--- config.mk ---
export PLATFORM = sky130hd
export DESIGN_NAME = banked_register_file_with_status
export DESIGN_NICKNAME = d
export VERILOG_FILES = /design/src/sv/rbf_pkg.sv /design/src/sv/rbf_bank.sv /design/src/sv/rbf_status.sv /design/src/sv/banked_register_file_with_status.sv
export SDC_FILE = /design/constraint.sdc
export NUM_CORES = 2
export LEC_CHECK = 0
export BUFFER_PORTS_ARGS = -buffer_cell sky130_fd_sc_hd__buf_2
export CORE_MARGIN = 8
export CORE_UTILIZATION = 40
export DETAILED_ROUTE_END_ITERATION = 10
export HOLD_SLACK_MARGIN = 0.12
export PLACE_DENSITY = 0.64
export SYNTH_ARGS = -nofsm -noshare
export SYNTH_HDL_FRONTEND = slang
export SYNTH_SLANG_ARGS = --single-unit
--- constraint.sdc ---
create_clock -name clock -period 13.05 [get_ports clock]
set_input_delay 1.305 -clock clock [delete_from_list [all_inputs] [get_ports clock]]
set_output_delay 1.305 -clock clock [all_outputs]
set_load 0.05 [all_outputs]
--- src/sv/rbf_pkg.sv ---
`timescale 1ns / 1ps
// ============================================================================
// rbf_pkg: shared types and constants for the banked register file
// Opcodes, mode, bank and error codes, condition codes, types and decode helpers.
// ============================================================================
package rbf_pkg;

   // opcodes
   localparam logic [2:0] OP_READ_REG   = 3'd0;
   localparam logic [2:0] OP_WRITE_REG  = 3'd1;
   localparam logic [2:0] OP_WRITE_STAT = 3'd2;
   localparam logic [2:0] OP_SET_MODE   = 3'd3;
   localparam logic [2:0] OP_CHECK_COND = 3'd4;
   localparam logic [2:0] OP_READ_SAVED = 3'd5;
   localparam logic [2:0] OP_WRITE_SAVED = 3'd6;

   // mode encodings
   localparam logic [4:0] MODE_USR = 5'h10;
   localparam logic [4:0] MODE_FIQ = 5'h11;
   localparam logic [4:0] MODE_IRQ = 5'h12;
   localparam logic [4:0] MODE_SVC = 5'h13;
   localparam logic [4:0] MODE_ABT = 5'h17;
   localparam logic [4:0] MODE_UND = 5'h1B;
   localparam logic [4:0] MODE_SYS = 5'h1F;

   // bank codes
   localparam logic [2:0] BANK_USR  = 3'd0;
   localparam logic [2:0] BANK_FIQ  = 3'd1;
   localparam logic [2:0] BANK_IRQ  = 3'd2;
   localparam logic [2:0] BANK_SVC  = 3'd3;
   localparam logic [2:0] BANK_ABT  = 3'd4;
   localparam logic [2:0] BANK_UND  = 3'd5;
   localparam logic [2:0] BANK_NONE = 3'd6;

   // error codes
   localparam logic [1:0] ERR_NONE     = 2'd0;
   localparam logic [1:0] ERR_BAD_MODE = 2'd1;
   localparam logic [1:0] ERR_NO_SAVED = 2'd2;

   // condition codes
   localparam logic [3:0] COND_EQ = 4'd0;
   localparam logic [3:0] COND_NE = 4'd1;
   localparam logic [3:0] COND_CS = 4'd2;
   localparam logic [3:0] COND_CC = 4'd3;
   localparam logic [3:0] COND_MI = 4'd4;
   localparam logic [3:0] COND_PL = 4'd5;
   localparam logic [3:0] COND_VS = 4'd6;
   localparam logic [3:0] COND_VC = 4'd7;
   localparam logic [3:0] COND_HI = 4'd8;
   localparam logic [3:0] COND_LS = 4'd9;
   localparam logic [3:0] COND_GE = 4'd10;
   localparam logic [3:0] COND_LT = 4'd11;
   localparam logic [3:0] COND_GT = 4'd12;
   localparam logic [3:0] COND_LE = 4'd13;

   localparam logic [31:0] STATUS_MASK = 32'hF800_00FF;
   localparam logic [31:0] STATUS_RESET = 32'h0000_0010;
   localparam int T_BIT = 5;

   typedef struct packed {
      logic [2:0]  op;
      logic [3:0]  reg_index;
      logic [31:0] data;
      logic [4:0]  mode;
      logic [3:0]  cond;
   } req_type;

   typedef struct packed {
      logic       cond_passed;
      logic       flush;
      logic [1:0] error;
   } flags_type;

   function automatic logic [2:0] bank_of_mode(input logic [4:0] m);
      logic [2:0] b;
      unique case (m)
         MODE_USR, MODE_SYS: b = BANK_USR;
         MODE_FIQ:           b = BANK_FIQ;
         MODE_IRQ:           b = BANK_IRQ;
         MODE_SVC:           b = BANK_SVC;
         MODE_ABT:           b = BANK_ABT;
         MODE_UND:           b = BANK_UND;
         default:            b = BANK_NONE;
      endcase
      return b;
   endfunction

   // banks that own a saved status
   function automatic logic has_saved(input logic [2:0] b);
      return (b >= BANK_FIQ) && (b <= BANK_UND);
   endfunction

   // flags: n z c v from status[31:28]
   function automatic logic cond_check(input logic [3:0] c, input logic [3:0] f);
      logic n, z, cf, v, r;
      n  = f[3];
      z  = f[2];
      cf = f[1];
      v  = f[0];
      unique case (c)
         COND_EQ: r = z;
         COND_NE: r = !z;
         COND_CS: r = cf;
         COND_CC: r = !cf;
         COND_MI: r = n;
         COND_PL: r = !n;
         COND_VS: r = v;
         COND_VC: r = !v;
         COND_HI: r = cf && !z;
         COND_LS: r = !cf || z;
         COND_GE: r = (n == v);
         COND_LT: r = (n != v);
         COND_GT: r = !z && (n == v);
         COND_LE: r = z || (n != v);
         default: r = 1'b1;
      endcase
      return r;
   endfunction

endpackage

--- src/sv/rbf_bank.sv ---
`timescale 1ns / 1ps
// ============================================================================
// rbf_bank: general-purpose and saved status storage
// Common, FIQ and per-mode r13/r14 registers plus the saved status words,
// routed by the current bank.
// ============================================================================
module rbf_bank
   import rbf_pkg::*;
(
   input  logic        clock,
   input  logic        reset,
   input  logic        exec,
   input  req_type     req,
   input  logic [2:0]  bank,
   output logic [31:0] reg_rdata,
   output logic [31:0] saved_rdata
);

   logic [31:0] common_ff [16];
   logic [31:0] fiq_ff    [7];
   logic [31:0] pair_ff   [8];
   logic [31:0] saved_ff  [5];

   logic       fiq_hit;
   logic       pair_hit;
   logic [2:0] fiq_idx;
   logic [2:0] pair_idx;
   logic [2:0] saved_idx;
   logic [2:0] bank_off;
   logic       reg_we;
   logic       saved_we;

   always_comb begin
      fiq_hit   = (bank == BANK_FIQ) && (req.reg_index >= 4'd8) && (req.reg_index <= 4'd14);
      pair_hit  = (bank >= BANK_IRQ) && (bank <= BANK_UND) && (req.reg_index >= 4'd13)
                  && (req.reg_index <= 4'd14);
      fiq_idx   = req.reg_index[2:0];                // idx - 8
      bank_off  = bank - BANK_IRQ;
      pair_idx  = {bank_off[1:0], ~req.reg_index[0]}; // r13 -> 0, r14 -> 1
      saved_idx = bank - BANK_FIQ;
      reg_we    = exec && (req.op == OP_WRITE_REG);
      saved_we  = exec && (req.op == OP_WRITE_SAVED) && has_saved(bank);
   end

   always_comb begin
      priority if (fiq_hit) begin
         reg_rdata = fiq_ff[fiq_idx];
      end else if (pair_hit) begin
         reg_rdata = pair_ff[pair_idx];
      end else begin
         reg_rdata = common_ff[req.reg_index];
      end
      saved_rdata = has_saved(bank) ? saved_ff[saved_idx] : 32'd0;
   end

   always_ff @(posedge clock) begin
      if (reset) begin
         for (int i = 0; i < 16; i++) common_ff[i] <= '0;
         for (int i = 0; i < 7; i++)  fiq_ff[i]    <= '0;
         for (int i = 0; i < 8; i++)  pair_ff[i]   <= '0;
         for (int i = 0; i < 5; i++)  saved_ff[i]  <= '0;
      end else begin
         if (reg_we) begin
            priority if (fiq_hit) begin
               fiq_ff[fiq_idx] <= req.data;
            end else if (pair_hit) begin
               pair_ff[pair_idx] <= req.data;
            end else begin
               common_ff[req.reg_index] <= req.data;
            end
         end
         if (saved_we) begin
            saved_ff[saved_idx] <= req.data;
         end
      end
   end

endmodule

--- src/sv/rbf_status.sv ---
`timescale 1ns / 1ps
// ============================================================================
// rbf_status: status register and bank selection
// Status writes, mode changes, condition checks, flush and error flags.
// ============================================================================
module rbf_status
   import rbf_pkg::*;
(
   input  logic        clock,
   input  logic        reset,
   input  logic        exec,
   input  req_type     req,
   output logic [31:0] status,
   output logic [31:0] status_next,
   output logic [2:0]  bank,
   output flags_type   flags
);

   logic [31:0] status_ff, status_in;
   logic [2:0]  bank_ff, bank_in;
   logic [4:0]  new_mode;
   logic [2:0]  new_bank;
   logic        mode_sw;

   always_comb begin
      status_in   = status_ff;
      bank_in     = bank_ff;
      flags       = '0;
      new_mode    = status_ff[4:0];
      mode_sw     = 1'b0;
      unique case (req.op)
         OP_WRITE_STAT: begin
            status_in  = req.data & STATUS_MASK;
            new_mode   = req.data[4:0];
            mode_sw    = (req.data[4:0] != status_ff[4:0]);
            flags.flush = (req.data[T_BIT] != status_ff[T_BIT]);
         end
         OP_SET_MODE: begin
            new_mode  = req.mode;
            mode_sw   = (req.mode != status_ff[4:0]);
            if (mode_sw) begin
               status_in = {status_ff[31:5], req.mode};
            end
         end
         OP_CHECK_COND: begin
            flags.cond_passed = cond_check(req.cond, status_ff[31:28]);
         end
         OP_READ_SAVED, OP_WRITE_SAVED: begin
            if (!has_saved(bank_ff)) begin
               flags.error = ERR_NO_SAVED;
            end
         end
         default: begin
         end
      endcase
      new_bank = bank_of_mode(new_mode);
      if (mode_sw) begin
         if (new_bank == BANK_NONE) begin
            flags.error = ERR_BAD_MODE;
         end else begin
            bank_in = new_bank;
         end
      end
   end

   always_ff @(posedge clock) begin
      if (reset) begin
         status_ff <= STATUS_RESET;
         bank_ff   <= BANK_USR;
      end else if (exec) begin
         status_ff <= status_in;
         bank_ff   <= bank_in;
      end
   end

   assign status      = status_ff;
   assign status_next = status_in;
   assign bank        = bank_ff;

endmodule

--- src/sv/banked_register_file_with_status.sv ---
`timescale 1ns / 1ps
// ============================================================================
// banked_register_file_with_status: banked r0-r15 with status register
// Top level: input register, execute logic, result register.
// ============================================================================
// One access per item: register read/write through the current mode's bank
// (FIQ banks r8-r14; IRQ, SVC, ABT, UND bank r13/r14), status write masked to
// 0xF80000FF, mode set, condition check against NZCV, saved status read or
// write. Every item yields exactly one result item. An accepted item sits in
// the input register until the output slot frees, is executed against the
// register file and status in a single combinational pass, and its result is
// loaded into the output register; the state update lands at the same edge,
// so the next item sees it. Throughput is one item per clock while rsp_tready
// stays high; a result reaches rsp_* through the input and output registers.
// A stalled result stops execution but the input register still holds one
// item behind it.
// ============================================================================
module banked_register_file_with_status
   import rbf_pkg::*;
(
   input  logic        clock,
   input  logic        reset,
   input  logic        req_tvalid,
   output logic        req_tready,
   // tdata: reg_index[3:0], data[35:4], mode[40:36], cond[44:41], zero pad
   input  logic [47:0] req_tdata,
   // tuser: op[2:0]
   input  logic [2:0]  req_tuser,
   output logic        rsp_tvalid,
   input  logic        rsp_tready,
   // tdata: read_data[31:0], cond_passed[32], flush[33], error[35:34], pad
   output logic [39:0] rsp_tdata
);

   logic        in_valid_ff, in_valid_in;
   req_type     req_ff;
   logic        rsp_valid_ff, rsp_valid_in;
   logic [39:0] rsp_data_ff;

   logic        advance;
   logic        exec;
   logic        req_take;

   logic [31:0] reg_rdata;
   logic [31:0] saved_rdata;
   logic [31:0] status;
   logic [31:0] status_next;
   logic [2:0]  bank;
   flags_type   flags;
   logic [31:0] read_data;

   // output slot frees up when empty or being drained
   assign advance    = !rsp_valid_ff || rsp_tready;
   assign exec       = in_valid_ff && advance;
   assign req_tready = !in_valid_ff || advance;
   assign req_take   = req_tvalid && req_tready;

   always_comb begin
      in_valid_in  = req_take ? 1'b1 : (exec ? 1'b0 : in_valid_ff);
      rsp_valid_in = exec ? 1'b1 : (rsp_tready ? 1'b0 : rsp_valid_ff);
   end

   always_ff @(posedge clock) begin
      if (reset) begin
         in_valid_ff  <= 1'b0;
         rsp_valid_ff <= 1'b0;
      end else begin
         in_valid_ff  <= in_valid_in;
         rsp_valid_ff <= rsp_valid_in;
      end
   end

   // payload registers
   always_ff @(posedge clock) begin
      if (req_take) begin
         req_ff.op        <= req_tuser;
         req_ff.reg_index <= req_tdata[3:0];
         req_ff.data      <= req_tdata[35:4];
         req_ff.mode      <= req_tdata[40:36];
         req_ff.cond      <= req_tdata[44:41];
      end
      if (exec) begin
         rsp_data_ff <= {4'd0, flags.error, flags.flush, flags.cond_passed, read_data};
      end
   end

   rbf_bank u_bank (
      .clock       (clock),
      .reset       (reset),
      .exec        (exec),
      .req         (req_ff),
      .bank        (bank),
      .reg_rdata   (reg_rdata),
      .saved_rdata (saved_rdata)
   );

   rbf_status u_status (
      .clock       (clock),
      .reset       (reset),
      .exec        (exec),
      .req         (req_ff),
      .status      (status),
      .status_next (status_next),
      .bank        (bank),
      .flags       (flags)
   );

   // register value, saved status when present, else post-op status
   always_comb begin
      priority if (req_ff.op == OP_READ_REG) begin
         read_data = reg_rdata;
      end else if ((req_ff.op == OP_READ_SAVED) && has_saved(bank)) begin
         read_data = saved_rdata;
      end else begin
         read_data = status_next;
      end
   end

   assign rsp_tvalid = rsp_valid_ff;
   assign rsp_tdata  = rsp_data_ff;

`ifndef SYNTHESIS
   // executed item always lands in the result register
   a_exec_to_rsp: assert property (@(posedge clock) disable iff (reset)
      exec |=> rsp_tvalid)
      else $error("executed item did not reach result register");

   // bank code stays within the six real banks
   a_bank_range: assert property (@(posedge clock) disable iff (reset)
      bank <= BANK_UND)
      else $error("bank select out of range");

   // with a valid mode in status, the selected bank matches it
   a_bank_tracks_mode: assert property (@(posedge clock) disable iff (reset)
      (bank_of_mode(status[4:0]) != BANK_NONE) |-> (bank_of_mode(status[4:0]) == bank))
      else $error("bank select disagrees with status mode");
`endif

endmodule

-- Word-level counts from Yosys, hierarchy flattened
Memory sizes are Yosys's and may differ from the RTL's. A register that Yosys moved wholly into a read port is not among the register bits.
Index checks and enable logic that the tools add are counted.
- reduce and logical (&&, ||, !) cells: 35
- bitwise operators: 2
- mux-type cells: 52
- eq/ne operators: 33
- $lt $le $gt $ge: 6
- add/subtract/negate cells: 2
- operators with widths (kind ; count):
    32-bit 2-to-1 mux ; 9
    32-bit OR reduction ; 4
    32-bit one-hot mux with 2 select lines ; 1
    5-bit equality test (second input constant) ; 7
    1-bit 2-to-1 mux ; 27
    4-bit equality test (second input constant) ; 6
    3-bit one-hot mux with 6 select lines ; 1
    4-bit by 3-bit equality test with 1-bit output (second input constant) ; 4
    1-bit logical AND ; 14
    1-bit one-hot mux with 14 select lines ; 1
    3-bit equality test (second input constant) ; 4
    3-bit 2-to-1 mux ; 4
    5-bit inequality test ; 2
    5-bit one-hot mux with 2 select lines ; 1
    4-bit by 2-bit equality test with 1-bit output (second input constant) ; 2
    4-bit >= comparator (second input constant) ; 2
    2-bit 2-to-1 mux ; 4
    4-bit 2-to-1 mux ; 2
    3-bit by 1-bit equality test with 1-bit output (second input constant) ; 2
    3-bit by 2-bit equality test with 1-bit output (second input constant) ; 2
    1-bit zero test ; 6
    5-bit 2-to-1 mux ; 1
    4-bit by 1-bit equality test with 1-bit output (second input constant) ; 1
    4-bit <= comparator (second input constant) ; 1
    15 further kinds ; 22
- register bits after elaboration: 121
- memory bits (writable): 1152
- logic and storage cells: 146
- memories: 4
- input port bits: 55
- output and inout port bits: 42
- memories (name ; words ; bits a word ; rd ports ; clocked after memory_dff ; write ports ; RTL line ; RTL):
    u_bank.common_ff ; 16 ; 32 ; 1 ; 1 ; 16 ; rbf_bank.sv:19 ; logic [31:0] common_ff [16];
    u_bank.pair_ff ; 8 ; 32 ; 1 ; 0 ; 8 ; rbf_bank.sv:21 ; logic [31:0] pair_ff [8];
    u_bank.fiq_ff ; 7 ; 32 ; 1 ; 1 ; 7 ; rbf_bank.sv:20 ; logic [31:0] fiq_ff [7];
    u_bank.saved_ff ; 5 ; 32 ; 1 ; 0 ; 5 ; rbf_bank.sv:22 ; logic [31:0] saved_ff [5];

-- Depth between registers and ports, before layout
- word-level depth: 11
- depth in mapped cells: 14

-- Modules after synthesis
Synthesis repeated with hierarchy kept, for this count alone.
- cell total of the unflattened synthesis: 4331
- area, all modules: 62212.2 µm²
- by module, submodules not included (module ; instances ; area each (µm²) ; cells each):
    rbf_bank ; 1 ; 56779.5 ; 3884
    banked_register_file_with_status ; 1 ; 3578.4 ; 252
    rbf_status ; 1 ; 1854.3 ; 195

-- Worst setup path before layout
OpenSTA, ideal clock, no wires.
- kind: register to register
- from: register u_status.bank_ff[0], in the netlist u_status.bank[0]
- to: memory u_bank.saved_ff[5][0] (enable)
- setup time: 421 ps
- setup slack: 8864 ps
- cell stages (with the launch flop): 11
- arrival time: 3765 ps
- required time: 12629 ps
- period minus slack after synthesis: 4186 ps
- path buffers: 5
- path through: dfxtp_1 > buf_2 > buf_2 > inv_1 > clkbuf_1 > clkbuf_1 > ha_1 > xor2_1 > buf_4 > nand2_1 > nor2_1
- RTL lines (what ; RTL line ; RTL):
    from (decl) ; rbf_status.sv:20 ; logic [2:0] bank_ff, bank_in;
    from (signal assigned) ; rbf_status.sv:72 ; bank_ff <= bank_in;
    to (decl) ; rbf_bank.sv:22 ;

==> summary.md <==
| Metric | Value |
|---|---|
| First-pass GRT wire length | 254 mm |
| Setup WS pre-CTS | 7.89 ns |
| Clk Latency, worst-skew pair | between 0.7 and 0.8 ns |
| Final TNS setup | 0 ns |
| Max-slew headroom | 0.0787 |
| Port-buffer cells | between 80 and 90 |
| Routed wire length | about 180 mm |
| FF+latch area | 41500 um^2 |
| Synthesized area per cell | 14.7 um^2 |
| Post-Synthesis Cells | approximately 4200 |
| TritonRoute pass-1 iters | 7 |
| CTS tree | yes |
| Pwr dens | roughly 140 nW/um^2 |
| H-Tree Depth | 4 |
| Flops & latches, synth | 1405 |
| CTS sink cnt | 1405 |
| Fillcell total | about 13000 |
| Synthesized area | 62000 um^2 |
| Multi-input logic area | between 15000 and 20000 um^2 |
| Gp weighted congestion | about 0.9 |
| Min Tclk post-route | around 5.2 ns |
| Critical path required time | roughly 14 ns |
| Wire length per cell | between 20 and 30 um |
| Max Cap Viol | 0 |
| Async S/R FF share, synth | 0 |
| Post_cts resized | 0 |
| HPWL after DPL | 101 mm |
| Crit path launch type | register |
| Post-layout net count | 4274 |
| Period utilization | 0.402 |
| Critical path arrival | 5.69 ns |
| Post-CTS Setup Inserts | 0 |
| Initial antenna violation count | 11 |
| Number of synthesized flops with an enable pin | 1332 |
| Number of CTS-inserted buffers | approximately 140 |
| Synth area leader | edfxtp_1 |
| Status | completed |
| Die X | 410 um |
| Fin. max-slew vios | 0 |
| Hold Path Origin | u_status.status[10] |
| Hold path endpoint | u_status.status[10] |
| Die height | 410 um |
| Area Overhead vs Synth | 11.7% |
| Gr busiest metal | met2 |
| Sequential share of the synthesized area | 0.669 |
| Clock slew at reported path FFs | 0.06 ns |
| RSZ-0062 raised after global routing | false |
| Core Region | approximately 150000 um^2 |
| Initial Util | 0.403 |
| Count leader, synth | edfxtp_1 |
| Max Fclk | around 190 MHz |
| YS warnings | 0 |
| RR Endpoint | u_bank.pair_ff[7][9] |
| FF-to-FF path depth | 12 |
| Most used DFF post-synth | edfxtp_1 |
| Crit path kind | register to register |
| Io pins | slightly below 100 |
| Met1 Use GR | 0.288 |
| Post-CTS Hold Buffers | 0 |
| Layout cells sized above 1 | 0.179 |
| Post-synthesis cell type count | 71 |
| Die area | around 170000 um^2 |
| Clock Tree Buf Depth | 3 |
| Reg-to-reg critical path startpoint | u_status.bank[0] |
| CTS root buf | clkbuf_16 |
| Yosys top cell area share | 0.645 |
| Met2 usage | 0.321 |
| Worst vdd ir | about 0.13 mV |
| Worst setup margin | 7.81 ns |
| List of most frequent post-synthesis cells | edfxtp_1 (1332), and2_1 (896), clkbuf_1 (278), mux4_2 (258), nand2_1 (187) |
| Leakage power | between 20 and 30 nW |
| Endpoints failing hold | 0 |
| GRT overflow | 0 |
| Slew at the pin with the worst max-slew slack | approximately 1.4 ns |
| Largest cells by area after synthesis | edfxtp_1 (64%), mux4_2 (9.4%), and2_1 (9.0%) |
| # setup viols final | 0 |
| Site row count | around 140 |
| Largest net degree at the start of global routing | a little over 80 |
| Via Count | approximately 36000 |
| FF-to-FF setup slack | 7.81 ns |
| Crit end category | register |
| Post-route ant nets | 0 |
| Cell total after placement | around 6100 |
| Non-filler instance count after layout | between 6000 and 7000 |
| 1st-iter DRT viols | between 4000 and 5000 |
| Worst Path Max Fanout | 71 |
| Tot GR Track Use | 0.205 |
| WHS Path Cells | 1 |
| Vias per cell | between 5 and 6 |
| Met3 GRT Util | 0.0356 |
| Vias in the first global route | between 30000 and 40000 |
| Worst clock skew | ~0.025 ns |
| Hold WC Path Type | register to register |
| DRC | 0 |
==> state kept, by name (all words and copies together) (netlist names), 3 cells and up, named ones only <==
signal            count
req_ff               48
rsp_tdata            36
u_bank.common_ff    512
u_bank.fiq_ff       256
u_bank.pair_ff      256
u_bank.saved_ff     256
u_status.bank         3
u_status.status      32
==> final cells by class <==
| class | count | area share |
|---|---|---|
| multi-input cells | 2416 | 0.275 |
| well taps | 2044 | 0.0369 |
| clock inverters | 71 | 0.00919 |
| repair buffers | 206 | 0.0197 |
| flip-flops and latches | 1405 | 0.599 |
| inverters | 41 | 0.00222 |
| clock buffers | 190 | 0.0583 |
| diodes | 8 | 0.000289 |
==> critical path, cell delays in order, from the launching register on <==
cell,delay (ns)
dfxtp_4,0.46
inv_2,0.09
buf_4,0.65
ha_1,0.26
buf_4,0.36
o311ai_0,0.19
a221oi_2,0.54
nand2_1,0.11
buf_4,0.29
nor3_4,0.18
buf_4,0.58
a21o_1,0.67
buf_4,0.43
==> power by group <==
part	internal [mW]	switching [mW]	leakage, nW
clock	2.37	1.75	2.29
combinational	0.201	0.456	8.76
sequential	5.06	0.0637	14.2
total	7.64	2.26	25.2
==> metal layers <==
metal,vias up,wire length [um]
met5,-,10
li1,15600,-
met1,18700,73000
met3,259,15600
met2,1694,82200
met4,2,6480
==> stage by stage <==
step	hold WS [ns]	area, um^2	utilization	power, mW
6_report	0.460	69300	0.450	9.90
5_1_grt	0.473	69300	0.450	10.1
4_1_cts	0.457	69300	0.450	9.96
3_5_place_dp	0.438	64600	0.419	5.88
3_3_place_gp	0.436	64600	0.419	5.87
2_1_floorplan	0.424	62100	-	5.58
==> cells in the final DEF (no fill, tap or decap), types with 28 or more instances in the layout <==
| master | n |
|---|---|
| and3_1 | 137 |
| mux2i_1 | 110 |
| o21ai_0 | 61 |
| clkbuf_16 | 151 |
| dfxtp_1 | 68 |
| buf_2 | 89 |
| or2_2 | 33 |
| nor2_1 | 145 |
| a22oi_1 | 49 |
| buf_4 | 114 |
| clkbuf_1 | 28 |
| nor3_1 | 78 |
| nand3_1 | 29 |
| nand2_1 | 187 |
| conb_1 | 36 |
| and2_1 | 896 |
| edfxtp_1 | 1332 |
| a21oi_1 | 138 |
| mux4_2 | 258 |
| inv_1 | 38 |
==> logic make-up (layout without fill, tap and decap cells) <==
logic type	count (synthesis)	in the layout	synth area share
AOI/OAI and AO/OA	374	374	0.0377
adders and majority gates	5	5	0.00101
xor gates and xnor gates	17	17	0.00240
DFF	1405	1405	0.669
buffers and inverters	440	508	0.0295
other	1	44	0.0000605
muxes	385	385	0.115
and+or+nand+nor	1599	1599	0.146
==> worst max path at each step <==
stage / end / depth (start not counted) / from / slack, ns
6_report: u_bank.pair_ff[7][9] / 12 / u_status.bank[0] / 7.81
3_3_place_gp: u_bank.pair_ff[7][14] / 12 / u_status.bank[0] / 7.89
3_5_place_dp: u_bank.pair_ff[7][14] / 12 / u_status.bank[0] / 7.89
5_1_grt: u_bank.pair_ff[3][27] / 12 / u_status.bank[0] / 7.60
4_1_cts: u_bank.pair_ff[3][18] / 12 / u_status.bank[0] / 7.84
2_1_floorplan: u_bank.saved_ff[5][0] / 10 / u_status.bank[0] / 8.86
No activity file was read; power rests on OpenSTA's default activity.
